$ cat src/hw/rtl/dqi4_pkg.sv
// Shared types, field widths, codes and constants of the int4 dequantizer.
// Depends on nothing; used by every other file but the defines header, through dqi4_pkg:: names or an import.
package dqi4_pkg;

  // Field widths
  localparam int ACTION_W   = 2;
  localparam int INDEX_W    = 12;
  localparam int DATA_W     = 16;
  localparam int CODES_W    = 32;
  localparam int CODE_W     = 4;
  localparam int LANE_W     = 3;
  localparam int RESULT_W   = 20;
  localparam int COLUMN_W   = 12;
  localparam int ZP_BYTE_W  = 8;

  // Parameter defaults for the top level
  localparam int MAX_COLUMNS_DEF = 4096;
  localparam int MAX_GROUPS_DEF  = 512;
  localparam int SCALE_BITS_DEF  = 16;

  // Action codes
  localparam logic [ACTION_W-1:0] ACT_SCALE   = 2'd0;
  localparam logic [ACTION_W-1:0] ACT_ZP      = 2'd1;
  localparam logic [ACTION_W-1:0] ACT_REORDER = 2'd2;
  localparam logic [ACTION_W-1:0] ACT_DEQUANT = 2'd3;

  // Configuration port
  localparam int CFG_INDEX_W = 2;
  localparam int CFG_DATA_W  = 13;
  localparam logic [CFG_INDEX_W-1:0] REG_BLOCK_SIZE_LOG2 = 2'd0;
  localparam logic [CFG_INDEX_W-1:0] REG_ROW_LENGTH      = 2'd1;
  localparam logic [CFG_INDEX_W-1:0] REG_ZP_ENABLE       = 2'd2;
  localparam logic [CFG_INDEX_W-1:0] REG_REORDER_ENABLE  = 2'd3;

  localparam logic [3:0]  BLOCK_SIZE_LOG2_RST = 4'd5;
  localparam logic [12:0] ROW_LENGTH_RST      = 13'd4096;

  // Fixed zero point when the table is off
  localparam logic [CODE_W-1:0] ZP_FIXED = 4'd8;

  // Saturation bounds of the result
  localparam int RES_MAX = 524287;
  localparam int RES_MIN = -524288;

  // Command queue between front and back
  localparam int QUEUE_DEPTH = 4;
  localparam int QUEUE_AW    = $clog2(QUEUE_DEPTH);
  localparam int QUEUE_CW    = $clog2(QUEUE_DEPTH + 1);

  typedef struct packed {
    logic [3:0]  block_size_log2;
    logic [12:0] row_length;
    logic        zero_points_enabled;
    logic        reorder_enabled;
  } cfg_t;

  // One classified command; last_lane is the final lane to emit for a dequantize
  typedef struct packed {
    logic [ACTION_W-1:0] kind;
    logic [INDEX_W-1:0]  addr;
    logic [DATA_W-1:0]   data;
    logic [CODES_W-1:0]  codes;
    logic [LANE_W-1:0]   last_lane;
  } cmd_t;

  typedef struct packed {
    logic push;
    cmd_t cmd;
  } q_push_t;

  typedef struct packed {
    logic valid;
    cmd_t cmd;
  } q_head_t;

endpackage

$ cat src/hw/rtl/dqi4_fifo.sv
// Short command queue between front and back end.
// Depends on dqi4_pkg for the command type and depth.
module dqi4_fifo (
  input  logic              clk,
  input  logic              rst,
  input  dqi4_pkg::q_push_t q_push,
  output logic              q_full,
  input  logic              pop,
  output dqi4_pkg::q_head_t q_head
);

  dqi4_pkg::cmd_t entries [dqi4_pkg::QUEUE_DEPTH];
  logic [dqi4_pkg::QUEUE_AW-1:0] wr_ptr;
  logic [dqi4_pkg::QUEUE_AW-1:0] rd_ptr;
  logic [dqi4_pkg::QUEUE_CW-1:0] count;
  logic do_push;
  logic do_pop;

  assign q_full = count == dqi4_pkg::QUEUE_CW'(dqi4_pkg::QUEUE_DEPTH);
  assign do_push = q_push.push && !q_full;
  assign do_pop = pop && (count != '0);

  assign q_head.valid = count != '0;
  assign q_head.cmd = entries[rd_ptr];

  // Storage
  always_ff @(posedge clk) begin
    if (do_push) begin
      entries[wr_ptr] <= q_push.cmd;
    end
  end

  // Pointers and fill count
  always_ff @(posedge clk) begin
    if (rst) begin
      wr_ptr <= '0;
      rd_ptr <= '0;
      count  <= '0;
    end else begin
      if (do_push) begin
        wr_ptr <= wr_ptr + 1'b1;
      end
      if (do_pop) begin
        rd_ptr <= rd_ptr + 1'b1;
      end
      case ({do_push, do_pop})
        2'b10:   count <= count + 1'b1;
        2'b01:   count <= count - 1'b1;
        default: count <= count;
      endcase
    end
  end

endmodule

$ cat config.mk
export PLATFORM = sky130hd
export DESIGN_NAME = dqi4_fifo
export DESIGN_NICKNAME = d
export VERILOG_FILES = /design/src/hw/rtl/dqi4_pkg.sv /design/src/hw/rtl/dqi4_fifo.sv
export SDC_FILE = /design/constraint.sdc
export NUM_CORES = 1
export LEC_CHECK = 0
export ABC_AREA = 1
export BUFFER_PORTS_ARGS = -buffer_cell sky130_fd_sc_hd__buf_2
export CAP_MARGIN = 10
export CORE_ASPECT_RATIO = 0.9
export CORE_MARGIN = 2
export CORE_UTILIZATION = 60
export CTS_BUF_LIST = sky130_fd_sc_hd__clkbuf_2 sky130_fd_sc_hd__clkbuf_4 sky130_fd_sc_hd__clkbuf_8
export DETAILED_ROUTE_END_ITERATION = 10
export GPL_TIMING_DRIVEN = 0
export PLACE_DENSITY = 0.93
export SKIP_CTS_REPAIR_TIMING = 1
export SYNTH_ARGS = -nofsm -noshare
export SYNTH_HDL_FRONTEND = slang
export SYNTH_SLANG_ARGS = --single-unit
export TNS_END_PERCENT = 20
$ cat constraint.sdc
create_clock -name clk -period 10.65 [get_ports clk]
set_clock_uncertainty 0.2 [all_clocks]
set_input_delay 0.5325 -clock clk [delete_from_list [all_inputs] [get_ports clk]]
set_output_delay 0.5325 -clock clk [all_outputs]
set_load 0.01 [all_outputs]
# Yosys cells after proc, flatten, opt, wreduce, memory -nomap -nowiden
# Memories as Yosys holds them, arrays and structs flattened. A register that Yosys moved wholly into a read port is not among the register bits.
# Index checks and enable logic that the tools add are counted.
# W data, S select, Z words.
[op_classes]
n_mux = 5
reduce_logical = 5
add_sub_neg = 4
n_eq_ne = 3
[ops]
columns = ["op", "n"]
rows = [
  ["$pmux W3 S2", 1],
  ["$add A2 B1 Y2 const B", 2],
  ["$mux W2", 2],
  ["$add A3 B1 Y3 const B", 1],
  ["$eq A3 B3 Y1 const B", 1],
  ["$reduce_bool A3 Y1", 1],
  ["$sub A3 B1 Y3 const B", 1],
  ["$eq A2 B1 Y1 const B", 1],
  ["$eq A2 B2 Y1 const B", 1],
  ["$logic_and A1 B1 Y1", 2],
  ["$mux W1", 2],
  ["$reduce_bool A2 Y1", 1],
  ["$logic_not A1 Y1", 1],
]
[word_totals]
in_bits = 69
mem_count = 1
register_bits = 7
word_cells = 21
output_inout_bits = 67
ram_bits = 260
[mem_list]
columns = ["name", "words", "word_bits", "rd", "rd_clocked_by_memory_dff", "write_ports", "line_no", "text"]
rows = [
  ["entries", 4, 65, 1, 1, 1, "dqi4_fifo.sv:12", "dqi4_pkg::cmd_t entries [dqi4_pkg::QUEUE_DEPTH];"],
]

# Depth between registers and ports, before layout
[logic_depth]
ltp_word = 5
ltp_mapped = 13

# Worst setup path after synthesis
# Ideal clock, no wire load.
[synth_path]
kind = "input to register"
startpoint = "in q_push[65] (netlist bit)"
endpoint = "mem entries[0][0] (netlist bit), enable pin"
stages = 2
n_path_buf = 0
arrival_time_ps = 3399
setup_time_ps = 489
slack_ps = 6562
cell_sequence = "nand2_1 nor2_1"
[synth_between]
elab_chain_len = 3
[synth_lines]
columns = ["element", "line_no", "text"]
rows = [
  ["start: declaration", "dqi4_fifo.sv:6", "input dqi4_pkg::q_push_t q_push,"],
  ["$logic_and A1 B1 Y1", "dqi4_fifo.sv:20", "assign do_push = q_push.push && !q_full;"],
  ["$mux W1", "dqi4_fifo.sv:28", "if (do_push) begin"],
  ["$mux W1 (implied by the code)", "dqi4_fifo.sv:29", "entries[wr_ptr] <= q_push.cmd;"],
  ["end: declaration", "dqi4_fifo.sv:12", ""],
]
# Every way passes these cells.

==> impl_results.md <==
* Global-route wire length before repair at 34,300 um
* Sink Count at 269
* # rows at 45
* Setup Crit Path Kind: flop to output port
* Slowest-stage cell, CP: dfxtp_1
* Wire per inst at 19.4 um
* Critical hold path startpoint: q_push[33]
* Die area at 18,500 sq um
* Peak supply drop at 0.149 mV
* Initial antenna violation count at 1
* Routability congestion estimate at 0.734
* TritonCTS Buffers at 41
* Sequential share of the synthesized area at 76.6%
* Final net count at 965
* RSZ-0062 raised after global routing: no
* Crit path cell chain: buf_4 > clkbuf_1 > o21ai_0 > o22ai_1 > buf_2
* Post-route ant nets at 0
* Worst-path clk slew at 60 ps
* Die X at 143 um
* Layout cells sized above 1 at 30.2%
* Depth of the worst register-to-register path at 12
* Sequential cell area at 7990 sq um
* Vias in the first global route at 6,606
* 1st-iter DRT viols at 553
* Avg Cell Area, Syn at 14.9 sq um
* Final setup violating endpoints at 0
* Yosys warns at 0
* FF-to-FF Start: count[1]
* Slew Viols, Final at 0
* Slew margin rel. at 57.1%
* Synthesized cell area at 10,400 sq um
* Most common cell after layout, fill and taps aside: edfxtp_1
* Area occupied by multi-input gates at 2110 sq um
* Distinct cells, synth at 22
* Mapped Cells at 698
* Total wire length at 22,500 um
* Fin Setup TNS at 0 ps
* Number of remaining DRC errors at 0
* Final hold slack at 12.6 ps
* Worst reg2reg path endpoint: count[2]
* Placeable core area at 16,900 sq um
* Die H at 129 um
* Worst setup SP type: flop
* Final-layout fill cell count at 1,055
* Worst-skew pair later-pin latency at 510 ps
* Hold Crit Endpoint: entries[0][33]
* Critical path arrival at 2230 ps
* GRT Util Overall at 24.7%
* Design area at 12,400 sq um
* Worst hold path type: input port to flop
* Vias at 6,489
* H-Tree Depth at 2
* Pre-Repair DR Iteration Count at 5
* I/O pin cnt at 136
* Area growth syn-to-layout at 19.1%
* Total congestion overflow at 0
* Clock buffer depth at 3
* DP Area at 11,600 sq um
* Largest net degree at the start of global routing at 31
* CTS tree: yes
* Worst Path Max Fanout at 10
* Status: completed
* Number of synthesized register bits at 269
* Initial core utilization at 61.6%
* Fin crit share at 27.8%
* Min Tclk post-route at 2960 ps
* Clock root cell: clkbuf_8
* HPWL Detailed at 13,900 um
* Most frequent cells in the layout: edfxtp_1 (260), buf_2 (147), nor2_1 (116)
* Hold Crit Depth at 1
* CP required at 9920 ps
* Pleak at 4.41 nW
* Vias per cell at 5.61
* Max-cap violation count at 0
* Final hold violation count at 0
* Critical Path Max Stage Delay at 410 ps
* Worst slew pin tran at 641 ps
* Max frequency at 0.338 GHz
* Internal reg-to-reg setup slack at 8250 ps
* CP Capture Type: output port
* Power per Cell Area at 229 nW/um^2
* Port-buffer cells at 135
* Synth Net Count at 773
routing by layer:
metal / part of all wire (%) / track usage, % / vias up
met4: 1.6 / 7.86 / 0
li1: - / - / 3003
met1: 40 / 33.4 / 3178
met5: 0 / 0 / -
met2: 51 / 41.3 / 276
met3: 7.6 / 4.92 / 32
state kept, by name, indices dropped and copies added, names as in the netlist, named ones only:
register  cells
rd_ptr        2
count         3
entries     260
wr_ptr        2
synth_stat cells, drive strengths merged:
| library cell | number | area (sq um) |
|---|---|---|
| a21oi | 5 | 25.0 |
| buf | 25 | 229 |
| clkbuf | 17 | 63.8 |
| dfxtp | 9 | 180 |
| edfxtp | 260 | 7810 |
| fa | 1 | 20.0 |
| ha | 5 | 62.6 |
| inv | 19 | 76.3 |
| nand2 | 15 | 56.3 |
| nand3 | 5 | 25.0 |
| nor2 | 140 | 676 |
| o21ai | 132 | 679 |
| o22ai | 65 | 532 |
stage by stage:
| step | utilization (%) | power (mW) | std cells | worst slack [ps] |
|---|---|---|---|---|
| after floorplan | - | 1.76 | 698 | 6560 |
| after global placement | 67.3 | 2.03 | 1068 | 4480 |
| after detailed placement | 68.4 | 2.06 | 1076 | 8260 |
| after CTS | 72.9 | 2.85 | 1149 | 7690 |
| after global routing | 73.3 | 2.96 | 1155 | 7560 |
| final | 73.3 | 2.84 | 1156 | 7690 |
critical path, delay by kind of cell (launching register included):
kind            cells  cell delay, ps
compound gates      2             490
buf+inv             3             820
flops               1             410
worst max-delay path by stage:
stage                     from             end
finish                    flop       q_head[8]
global route              flop      q_head[16]
CTS                       flop      q_head[11]
detailed placement        flop      q_head[11]
global placement    q_push[65]  entries[0][39]
floorplan           q_push[65]   entries[0][0]
power breakdown:
| part | switching [mW] | internal [mW] | leakage [nW] |
|---|---|---|---|
| logic | 0.483 | 0.273 | 1.55 |
| registers | 0.0262 | 1.26 | 2.46 |
| clock network | 0.374 | 0.426 | 0.400 |
cells by family (layout without fill, tap and decap cells):
kind of cell	count (synthesis)	in the layout	share of synthesized area, %
other	0	1	0
and+or+nand+nor	160	160	7.26
adders and majority gates	6	6	0.792
buffers and inverters	61	283	3.54
DFF	269	269	76.6
AOI/OAI and AO/OA	202	202	11.8
cell type report:
class	instances	share of cell area, %
diodes	1	0.0201
repair buffers	149	7.21
flip-flops and latches	269	64.3
inverters	19	0.614
well taps	235	2.37
clock buffers	52	5.26
clock inverters	21	0.947
plain buffers	42	2.36
multi-input cells	368	16.9
(Power assumes the default switching activity.)
