--- src/hw/rtl/dqi4_pkg.sv ---
// Shared types, field widths, codes and constants of the int4 dequantizer.
// Depends on nothing; used by every other file but the defines header, through dqi4_pkg:: names or an import.
package dqi4_pkg;

  // Field widths
  localparam int ACTION_W   = 2;
  localparam int INDEX_W    = 12;
  localparam int DATA_W     = 16;
  localparam int CODES_W    = 32;
  localparam int CODE_W     = 4;
  localparam int LANE_W     = 3;
  localparam int RESULT_W   = 20;
  localparam int COLUMN_W   = 12;
  localparam int ZP_BYTE_W  = 8;

  // Parameter defaults for the top level
  localparam int MAX_COLUMNS_DEF = 4096;
  localparam int MAX_GROUPS_DEF  = 512;
  localparam int SCALE_BITS_DEF  = 16;

  // Action codes
  localparam logic [ACTION_W-1:0] ACT_SCALE   = 2'd0;
  localparam logic [ACTION_W-1:0] ACT_ZP      = 2'd1;
  localparam logic [ACTION_W-1:0] ACT_REORDER = 2'd2;
  localparam logic [ACTION_W-1:0] ACT_DEQUANT = 2'd3;

  // Configuration port
  localparam int CFG_INDEX_W = 2;
  localparam int CFG_DATA_W  = 13;
  localparam logic [CFG_INDEX_W-1:0] REG_BLOCK_SIZE_LOG2 = 2'd0;
  localparam logic [CFG_INDEX_W-1:0] REG_ROW_LENGTH      = 2'd1;
  localparam logic [CFG_INDEX_W-1:0] REG_ZP_ENABLE       = 2'd2;
  localparam logic [CFG_INDEX_W-1:0] REG_REORDER_ENABLE  = 2'd3;

  localparam logic [3:0]  BLOCK_SIZE_LOG2_RST = 4'd5;
  localparam logic [12:0] ROW_LENGTH_RST      = 13'd4096;

  // Fixed zero point when the table is off
  localparam logic [CODE_W-1:0] ZP_FIXED = 4'd8;

  // Saturation bounds of the result
  localparam int RES_MAX = 524287;
  localparam int RES_MIN = -524288;

  // Command queue between front and back
  localparam int QUEUE_DEPTH = 4;
  localparam int QUEUE_AW    = $clog2(QUEUE_DEPTH);
  localparam int QUEUE_CW    = $clog2(QUEUE_DEPTH + 1);

  typedef struct packed {
    logic [3:0]  block_size_log2;
    logic [12:0] row_length;
    logic        zero_points_enabled;
    logic        reorder_enabled;
  } cfg_t;

  // One classified command; last_lane is the final lane to emit for a dequantize
  typedef struct packed {
    logic [ACTION_W-1:0] kind;
    logic [INDEX_W-1:0]  addr;
    logic [DATA_W-1:0]   data;
    logic [CODES_W-1:0]  codes;
    logic [LANE_W-1:0]   last_lane;
  } cmd_t;

  typedef struct packed {
    logic push;
    cmd_t cmd;
  } q_push_t;

  typedef struct packed {
    logic valid;
    cmd_t cmd;
  } q_head_t;

endpackage

--- src/hw/rtl/dqi4_in_if.sv ---
// Input channel of the int4 dequantizer: valid/ready plus item fields.
// Depends on dqi4_pkg for the field widths.
interface dqi4_in_if;
  logic                                 valid;
  logic                                 ready;
  logic [dqi4_pkg::ACTION_W-1:0]        action;
  logic [dqi4_pkg::INDEX_W-1:0]         index;
  logic signed [dqi4_pkg::DATA_W-1:0]   data_value;
  logic [dqi4_pkg::CODES_W-1:0]         packed_codes;

  modport source (output valid, action, index, data_value, packed_codes, input ready);
  modport sink   (input valid, action, index, data_value, packed_codes, output ready);
endinterface

--- src/hw/rtl/dqi4_front.sv ---
// Front end: accepts input transactions, drops out-of-range writes and empty
// words, and turns the rest into queue commands. Depends on dqi4_pkg, dqi4_in_if.
module dqi4_front #(
  parameter int MAX_COLUMNS = dqi4_pkg::MAX_COLUMNS_DEF,
  parameter int MAX_GROUPS  = dqi4_pkg::MAX_GROUPS_DEF
) (
  dqi4_in_if.sink           item,
  input  dqi4_pkg::cfg_t    cfg,
  input  logic              q_full,
  output dqi4_pkg::q_push_t q_push
);

  localparam int ZP_DEPTH = (MAX_GROUPS + 1) / 2;
  localparam int LW = ($clog2(MAX_COLUMNS + 1) > 13) ? $clog2(MAX_COLUMNS + 1) : 13;

  logic [LW-1:0] limit;
  logic [LW-1:0] start;
  logic [LW-1:0] remain;
  logic          keep;
  logic [dqi4_pkg::LANE_W-1:0] last_lane;

  assign item.ready = !q_full;

  // Column limit is the smaller of row length and table size
  always_comb begin
    limit = (32'(cfg.row_length) < MAX_COLUMNS) ? LW'(cfg.row_length) : LW'(MAX_COLUMNS);
    start = LW'({item.index[dqi4_pkg::INDEX_W-1:dqi4_pkg::LANE_W], 3'b000});
    remain = limit - start;
    last_lane = (remain >= LW'(8)) ? 3'd7 : 3'(remain - LW'(1));
  end

  // Classify: decide whether the transaction leaves anything to do
  always_comb begin
    case (item.action)
      dqi4_pkg::ACT_SCALE:   keep = 32'(item.index) < MAX_GROUPS;
      dqi4_pkg::ACT_ZP:      keep = 32'(item.index) < ZP_DEPTH;
      dqi4_pkg::ACT_REORDER: keep = 32'(item.index) < MAX_COLUMNS;
      dqi4_pkg::ACT_DEQUANT: keep = limit > start;
      default:               keep = 1'b0;
    endcase
  end

  always_comb begin
    q_push.push          = item.valid && !q_full && keep;
    q_push.cmd.kind      = item.action;
    q_push.cmd.addr      = item.index;
    q_push.cmd.data      = item.data_value;
    q_push.cmd.codes     = item.packed_codes;
    q_push.cmd.last_lane = last_lane;
  end

endmodule

--- src/flat_wrapper.sv ---
// flat-port wrapper written by rule: the top's interface ports become plain ports
module dqi4_front_flat 
#(
  parameter int MAX_COLUMNS = dqi4_pkg::MAX_COLUMNS_DEF,
  parameter int MAX_GROUPS  = dqi4_pkg::MAX_GROUPS_DEF
)
  (cfg, q_full, q_push, item_valid, item_action, item_index, item_data_value, item_packed_codes, item_ready);
  dqi4_in_if item_i ();
  input  dqi4_pkg::cfg_t cfg;
  input  logic q_full;
  output dqi4_pkg::q_push_t q_push;
  input wire logic [$bits(item_i.valid)-1:0] item_valid;
  input wire logic [$bits(item_i.action)-1:0] item_action;
  input wire logic [$bits(item_i.index)-1:0] item_index;
  input wire logic [$bits(item_i.data_value)-1:0] item_data_value;
  input wire logic [$bits(item_i.packed_codes)-1:0] item_packed_codes;
  output wire logic [$bits(item_i.ready)-1:0] item_ready;
  assign item_i.valid = item_valid;
  assign item_i.action = item_action;
  assign item_i.index = item_index;
  assign item_i.data_value = item_data_value;
  assign item_i.packed_codes = item_packed_codes;
  assign item_ready = item_i.ready;
  dqi4_front #(.MAX_COLUMNS(MAX_COLUMNS), .MAX_GROUPS(MAX_GROUPS)) u_core (.item(item_i), .cfg(cfg), .q_full(q_full), .q_push(q_push));
endmodule
--- config.mk ---
export PLATFORM = sky130hd
export DESIGN_NAME = dqi4_front_flat
export DESIGN_NICKNAME = d
export VERILOG_FILES = /design/src/hw/rtl/dqi4_pkg.sv /design/src/hw/rtl/dqi4_in_if.sv /design/src/hw/rtl/dqi4_front.sv /design/src/flat_wrapper.sv
export SDC_FILE = /design/constraint.sdc
export NUM_CORES = 1
export LEC_CHECK = 0
export ABC_AREA = 1
export BUFFER_PORTS_ARGS = -buffer_cell sky130_fd_sc_hd__buf_2
export CORE_UTILIZATION = 38
export DETAILED_ROUTE_END_ITERATION = 12
export PLACE_DENSITY = 0.95
export SLEW_MARGIN = 20
export SYNTH_ARGS = -nofsm -noshare
export SYNTH_HDL_FRONTEND = slang
export SYNTH_SLANG_ARGS = --single-unit
--- constraint.sdc ---
create_clock -name vclk -period 6.7
set_clock_uncertainty 0.15 [all_clocks]
set_input_delay 1.34 -clock vclk [all_inputs]
set_output_delay 1.34 -clock vclk [all_outputs]
set_load 0.01 [all_outputs]
# Yosys cells after proc, flatten, opt, wreduce, memory -nomap -nowiden
# Cells that the tools add are included.
# totals
output_inout_bits,67
inputBits,83
ff_bits,0
# classes
muxes,3
n_addsub,2
n_reduce_logical,4
order_cmp,5
eq_ne,3
# ops
op,n
13-bit by 4-bit greater-or-equal comparator with 1-bit output (second input constant),1
13-bit by 12-bit > comparator with 1-bit output,1
13-bit < comparator (second input constant),1
13-bit 2-to-1 mux,1
13-bit by 12-bit subtractor with 13-bit output,1
12-bit by 10-bit < comparator with 1-bit output (second input constant),1
12-bit by 9-bit < comparator with 1-bit output (second input constant),1
2-bit == test (second input constant),2
1-bit one-hot mux with 4 select lines,1
3-bit 2-to-1 mux,1
3-bit by 1-bit subtractor with 3-bit output (second input constant),1
2-bit by 1-bit == test with 1-bit output (second input constant),1
1-bit logical AND,2
2-bit logical NOT,1
1-bit logical NOT,1

# Logic depth before layout (Yosys ltp)
# Gate-level depths: netlist of the first run.
# depth
word_depth,5
ltp_mapped,15

# Worst setup path before layout of the first run
# Ideal clock, no wire load.
# synth_path
path_type,input -> output
from,input cfg[14] (netlist bit)
to,output q_push[0] (netlist bit)
t_required_ns,5.210
t_arrival_ns,2.960
n_path_buf,1
slack_ns,2.250
cell_stages,15
path_cell_list,buf_2 > inv_2 > nand2_1 > ha_1 > fa_1 > inv_1 > nand3_1 > nand2_2 > nand2_2 > nand2_2 > nand2_1 > nand2_1 > nand2_2 > nor2_4 > nand4_1
# synth_rtl
element,line_no,source
from (decl),flat_wrapper.sv:9,input dqi4_pkg::cfg_t cfg;
to (decl),flat_wrapper.sv:11,output dqi4_pkg::q_push_t q_push;

==> results.md, run 1 <==
* Crit Path Max Fanout at 10
* Hpwl dp at 2.01 mm
* Post-CTS Setup Inserts at 0
* # clk buffers at 0
* Crit path cell chain: buf_2 -> inv_2 -> nand2_1 -> ha_1 -> fa_1 -> inv_1 -> nand3_1 -> nand2_2 -> nand2_1 -> nand2_1 -> nand2_1 -> nand2_1 -> nand2_2 -> nor2_4 -> nand4_1 -> buf_2
* HP Class: input port to output port
* Multi-input gate area at 642 sq um
* First-pass GRT wire length at 3.87 mm
* Max_cap viols at 0
* Max stage delay on crit path at 0.41 ns
* Slew HR at 84.7%
* VDD IR-drop max at 0.0000216 V
* Finished Cell Area at 1050 sq um
* Die height at 59.6 microns
* Fillcell total at 359
* Drt wl/cell at 10.0 microns
* Max Freq at 0.207 GHz
* Die Span X at 59.6 microns
* Area after DPL at 1050 sq um
* IO Pins at 150
* Final WL at 2.36 mm
* DRT iter0 DRCs at 47
* Num rows at 20
* Layout cell share with drive strength beyond 1 at 30.7%
* Final core occ at 34.0%
* Pwr Density at 70.1 nW/um^2
* Hold buffers post-CTS at 0
* Synthesized instance count at 213
* Synth cell types at 20
* Buffers on Ports at 42
* CP required at 5.21 ns
* Mean Syn Cell Area at 5.91 sq um
* Post-synthesis cell area at 1260 sq um
* Post-Place Cells at 236
* Slowest-stage cell, CP: fa_1
* Leading area contributor after synthesis: buf_4
* Area contributors post-synth: buf_4 (37%), nand2_1 (12%), inv_1 (11%), ha_1 (9.9%), nand2_2 (5.0%)
* Die footprint at 3550 sq um
* Pre-antenna DRT Iters at 4
* Via Count at 1100
* Area share of the largest cell type after synthesis at 37.0%
* Minimum clock period after layout at 4.82 ns
* P_leak at 0.682 nW
* Gr usage total at 13.6%
* Total Power at 73.9 uW
* Most Frequent Cell on Critical Path: nand2_1
* Largest net degree at the start of global routing at 11
* Total core area at 3100 sq um
* Setup ws final at 1.88 ns
* Setup TNS at 0 ns
* Hold Slack at 2.53 ns
* Area grow syn2layout at -16.3%
* Delay-heaviest family, CP: simple AND/OR/NAND/NOR gates
* Number of remaining DRC errors at 0
* Initial antenna violation count at 0
* Non-Filler Instances at 236
* Crit path buffers/inverters at 4
* Setup WS pre-CTS at 1.86 ns
* WP data arrival at 3.33 ns
* Vias per std cell at 4.66
* Sequential standard cell area at 0 sq um
* Worst-margin pin slew at 0.230 ns
* Post-CTS Resized at 0
* CP Capture Type: output port
* Slew Limit Fails at 0
* Final GP Congestion at 0.883
* Status: completed
* Vias in the first global route at 1005
* Kind of critical path: input port to output port
* Critical path startpoint category: input port
* Fin crit share at 72.0%
* Ys Warns at 0
* Inserted Diodes at 0
* Sequential cell count at 0
* Final Hold Fails at 0
* Post-route ant nets at 0
* Initial Utilization at 40.6%
* Syn_nets at 307
* Sequential element share of the synthesized area at 0%
* Grt ovf at 0
* Layout Nets at 288
* Setup violators final at 0
* RSZ-0062 raised after global routing: false
[path summary, 6_finish.rpt]
check	from	to	slack, ns	cells after the start
worst max-delay path	cfg[14]	q_push[1]	1.88	16
worst min-delay path	item_packed_codes[9]	q_push[12]	2.53	0
[where the power goes]
part | internal, mW | switching (mW) | leakage, nW | total [mW]
clock | 0 | 0 | 0 | 0
combinational | 0.0292 | 0.0447 | 0.682 | 0.0739
sequential | 0 | 0 | 0 | 0
[synth_stat cells]
cell type,count
nand3_1,12
nand3b_1,2
nor2_1,14
a211oi_1,1
nand4_1,7
ha_1,10
nor2_4,3
buf_2,1
o31ai_1,1
buf_4,62
a21oi_1,5
o21a_1,1
nand2_2,10
nand2_1,41
xnor2_1,1
a21oi_2,1
nand3_2,1
fa_1,1
inv_2,2
inv_1,37
[cells by family after synthesis]
kind of cell | after synthesis | share of synthesized area [%]
AOI/OAI and AO/OA | 9 | 4.47
and+or+nand+nor | 90 | 34.3
buffers and inverters | 102 | 49.0
adders and majority gates | 11 | 11.5
xor gates and xnor gates | 1 | 0.696
[layer usage]
metal  track usage [%]  up-vias  part of all wire, %
met1              15.0      484                   40
met3              2.84       18                  7.2
met5                 0        -                    0
li1                  -      549                    -
met2              23.4       49                   48
met4              8.64        0                  4.4
[layout make-up]
cell class         instances  share of cell area (%)
inverters                 39                    13.9
multi-input cells        111                    60.9
repair buffers            42                    20.0
well taps                 44                    5.23
[layout by cell type (no fill, tap or decap)]
master    synthesis  layout
buf_2             1      42
nand2_1          41      41
inv_1            37      37
nor2_1           14      14
nand3_1          12      12
nand2_2          10      10
ha_1             10      10
nand4_1           7       7
a21oi_1           5       5
nor2_4            3       3
inv_2             2       2
nand3b_1          2       2
a21oi_2           1       1
nand3_2           1       1
a211oi_1          1       1
o21a_1            1       1
o31ai_1           1       1
xnor2_1           1       1
fa_1              1       1
No activity file was read; power rests on OpenSTA's default activity.
==> run 2, diff against run 1 <==
CORE_UTILIZATION = 35   (was 38)
PLACE_DENSITY = 0.93   (was 0.95)
clock period = 4.8 ns   (was 6.7 ns; I/O delays follow)
==> run 2 against run 1 <==
Largest cell class unchanged. Routed wire length fell by 5.7%. Worst hold slack got worse by 0.76 ns. Critical path depth did not move. Utilization fell by 2.8 points.
==> results.md, run 2 (synthesized netlist as in run 1, its figures left out) <==
* First-pass GRT wire length at 3.31 mm (-14%)
* Largest net degree at the start of global routing at 11 (unchanged)
* Final GP Congestion at 0.832 (-5.7%)
* Fillcell total at 387 (+7.8%)
* CP required at 3.69 ns (-1.52 ns)
* RSZ-0062 raised after global routing: false
* Most Frequent Cell on Critical Path: nand2_1
* Worst-margin pin slew at 0.232 ns (+0.00158 ns)
* Crit path buffers/inverters at 4 (unchanged)
* Area after DPL at 1060 sq um (+0.24%)
* Drt wl/cell at 9.35 microns (-6.5%)
* Worst path depth at 16 (unchanged)
* Final WL at 2.23 mm (-5.7%)
* WP data arrival at 2.91 ns (-0.42 ns)
* Setup crit start: cfg[14]
* Total core area at 3390 sq um (+9.2%)
* P_leak at 0.682 nW (unchanged)
* # clk buffers at 0 (unchanged)
* Initial Utilization at 37.1% (-3.4 points)
* Total Power at 100 uW (+36%)
* Layout cell share with drive strength beyond 1 at 30.7% (unchanged)
* Sequential standard cell area at 0 sq um (unchanged)
* Grt ovf at 0 (unchanged)
* Vias in the first global route at 851 (-15%)
* Non-Filler Instances at 238 (+0.85%)
* Crit path capture: q_push[1]
* Crit path cell chain: buf_2 -> inv_2 -> nand2_1 -> ha_1 -> fa_1 -> inv_1 -> nand3_1 -> nand2_2 -> nand2_1 -> nand2_1 -> nand2_1 -> nand2_1 -> nand2_2 -> nor2_4 -> nand4_1 -> buf_2
* Setup ws final at 0.783 ns (-1.09 ns)
* Hold Slack at 1.77 ns (-0.760 ns)
* CP Capture Type: output port
* Vias per std cell at 4.47 (-4.0%)
* Post-route ant nets at 0 (unchanged)
* Pre-antenna DRT Iters at 4 (unchanged)
* Die Span X at 62.0 microns (+4.1%)
* Initial antenna violation count at 0 (unchanged)
* Die footprint at 3840 sq um (+8.3%)
* Via Count at 1065 (-3.2%)
* Slew Limit Fails at 0 (unchanged)
* Delay-heaviest family, CP: simple AND/OR/NAND/NOR gates
* Post-Place Cells at 238 (+0.85%)
* Crit Path Max Fanout at 10 (unchanged)
* Final core occ at 31.2% (-2.8 points)
* Slew HR at 84.6% (-0.11 points)
* Num rows at 21 (+5.0%)
* Post-CTS Setup Inserts at 0 (unchanged)
* Area grow syn2layout at -16.1%
* Critical path startpoint category: input port
* Minimum clock period after layout at 4.02 ns
* Most common cell after layout, fill and taps aside: buf_2
* Kind of critical path: input port to output port
* Gr usage total at 10.9% (-2.6 points)
* Post-CTS Resized at 0 (unchanged)
* Final Hold Fails at 0 (unchanged)
* Finished Cell Area at 1060 sq um (+0.24%)
* Pwr Density at 95.1 nW/um^2 (+36%)
* VDD IR-drop max at 0.0000188 V (-13%)
* Commonest non-fill, non-tap cells in the layout: buf_2 (42), nand2_1 (41), inv_1 (37), nor2_1 (14), nand3_1 (12)
* Slowest-stage cell, CP: fa_1
* Fin crit share at 83.7%
* Layout Nets at 288 (unchanged)
* Max_cap viols at 0 (unchanged)
* Status: completed
* Setup WS pre-CTS at 0.776 ns (-1.08 ns)
* Hpwl dp at 1.96 mm (-2.6%)
* IO Pins at 150 (unchanged)
* Buffers on Ports at 42 (unchanged)
* Setup TNS at 0 ns (unchanged)
* Hold buffers post-CTS at 0 (unchanged)
* Sequential cell count at 0 (unchanged)
* Setup violators final at 0 (unchanged)
* DRT iter0 DRCs at 32 (-32%)
* Number of remaining DRC errors at 0 (unchanged)
* Max Freq at 0.249 GHz
* HP Class: input port to output port
* Max stage delay on crit path at 0.42 ns (about the same)
* Inserted Diodes at 0 (unchanged)
* Die height at 62.0 microns (+4.1%)
## run 2: cell counts in the layout (fill, tap and decap cells not counted)
No cell type changed its count.
## run 2: layout make-up
| cell class | count | area, sq um | area share (%) |
|---|---|---|---|
| tap | 46 | 57.6 | 5.45 |
| inverter | 39 | 146 | 13.9 |
| timing repair buffer | 42 | 210 | 19.9 |
| multi-input combinational | 111 | 642 | 60.8 |
## run 2: power by group
| group | internal [mW] | switching [mW] | leakage [nW] |
|---|---|---|---|
| Clock | 0 | 0 | 0 |
| Sequential | 0 | 0 | 0 |
| Combinational | 0.0404 | 0.0600 | 0.682 |
## run 2: how the worst min path moves through the flow
stage / start / endpoint / slack (ns) / depth (start not counted)
2_1_floorplan: q_full / item_ready / 1.82 / 1
3_3_place_gp: item_packed_codes[9] / q_push[12] / 1.77 / 0
3_5_place_dp: item_packed_codes[9] / q_push[12] / 1.77 / 0
4_1_cts: item_packed_codes[9] / q_push[12] / 1.77 / 0
5_1_grt: item_packed_codes[10] / q_push[13] / 1.77 / 0
6_report: item_packed_codes[7] / q_push[10] / 1.77 / 0
## run 2: routing by layer
layer,share of wire (%),vias to the layer above,track usage [%],wire length [microns]
met5,0,-,0,0
met4,1.8,0,2.86,39
met3,9.2,10,3.11,205
met2,47,54,19.6,1040
met1,42,452,12.6,941
li1,-,549,-,-
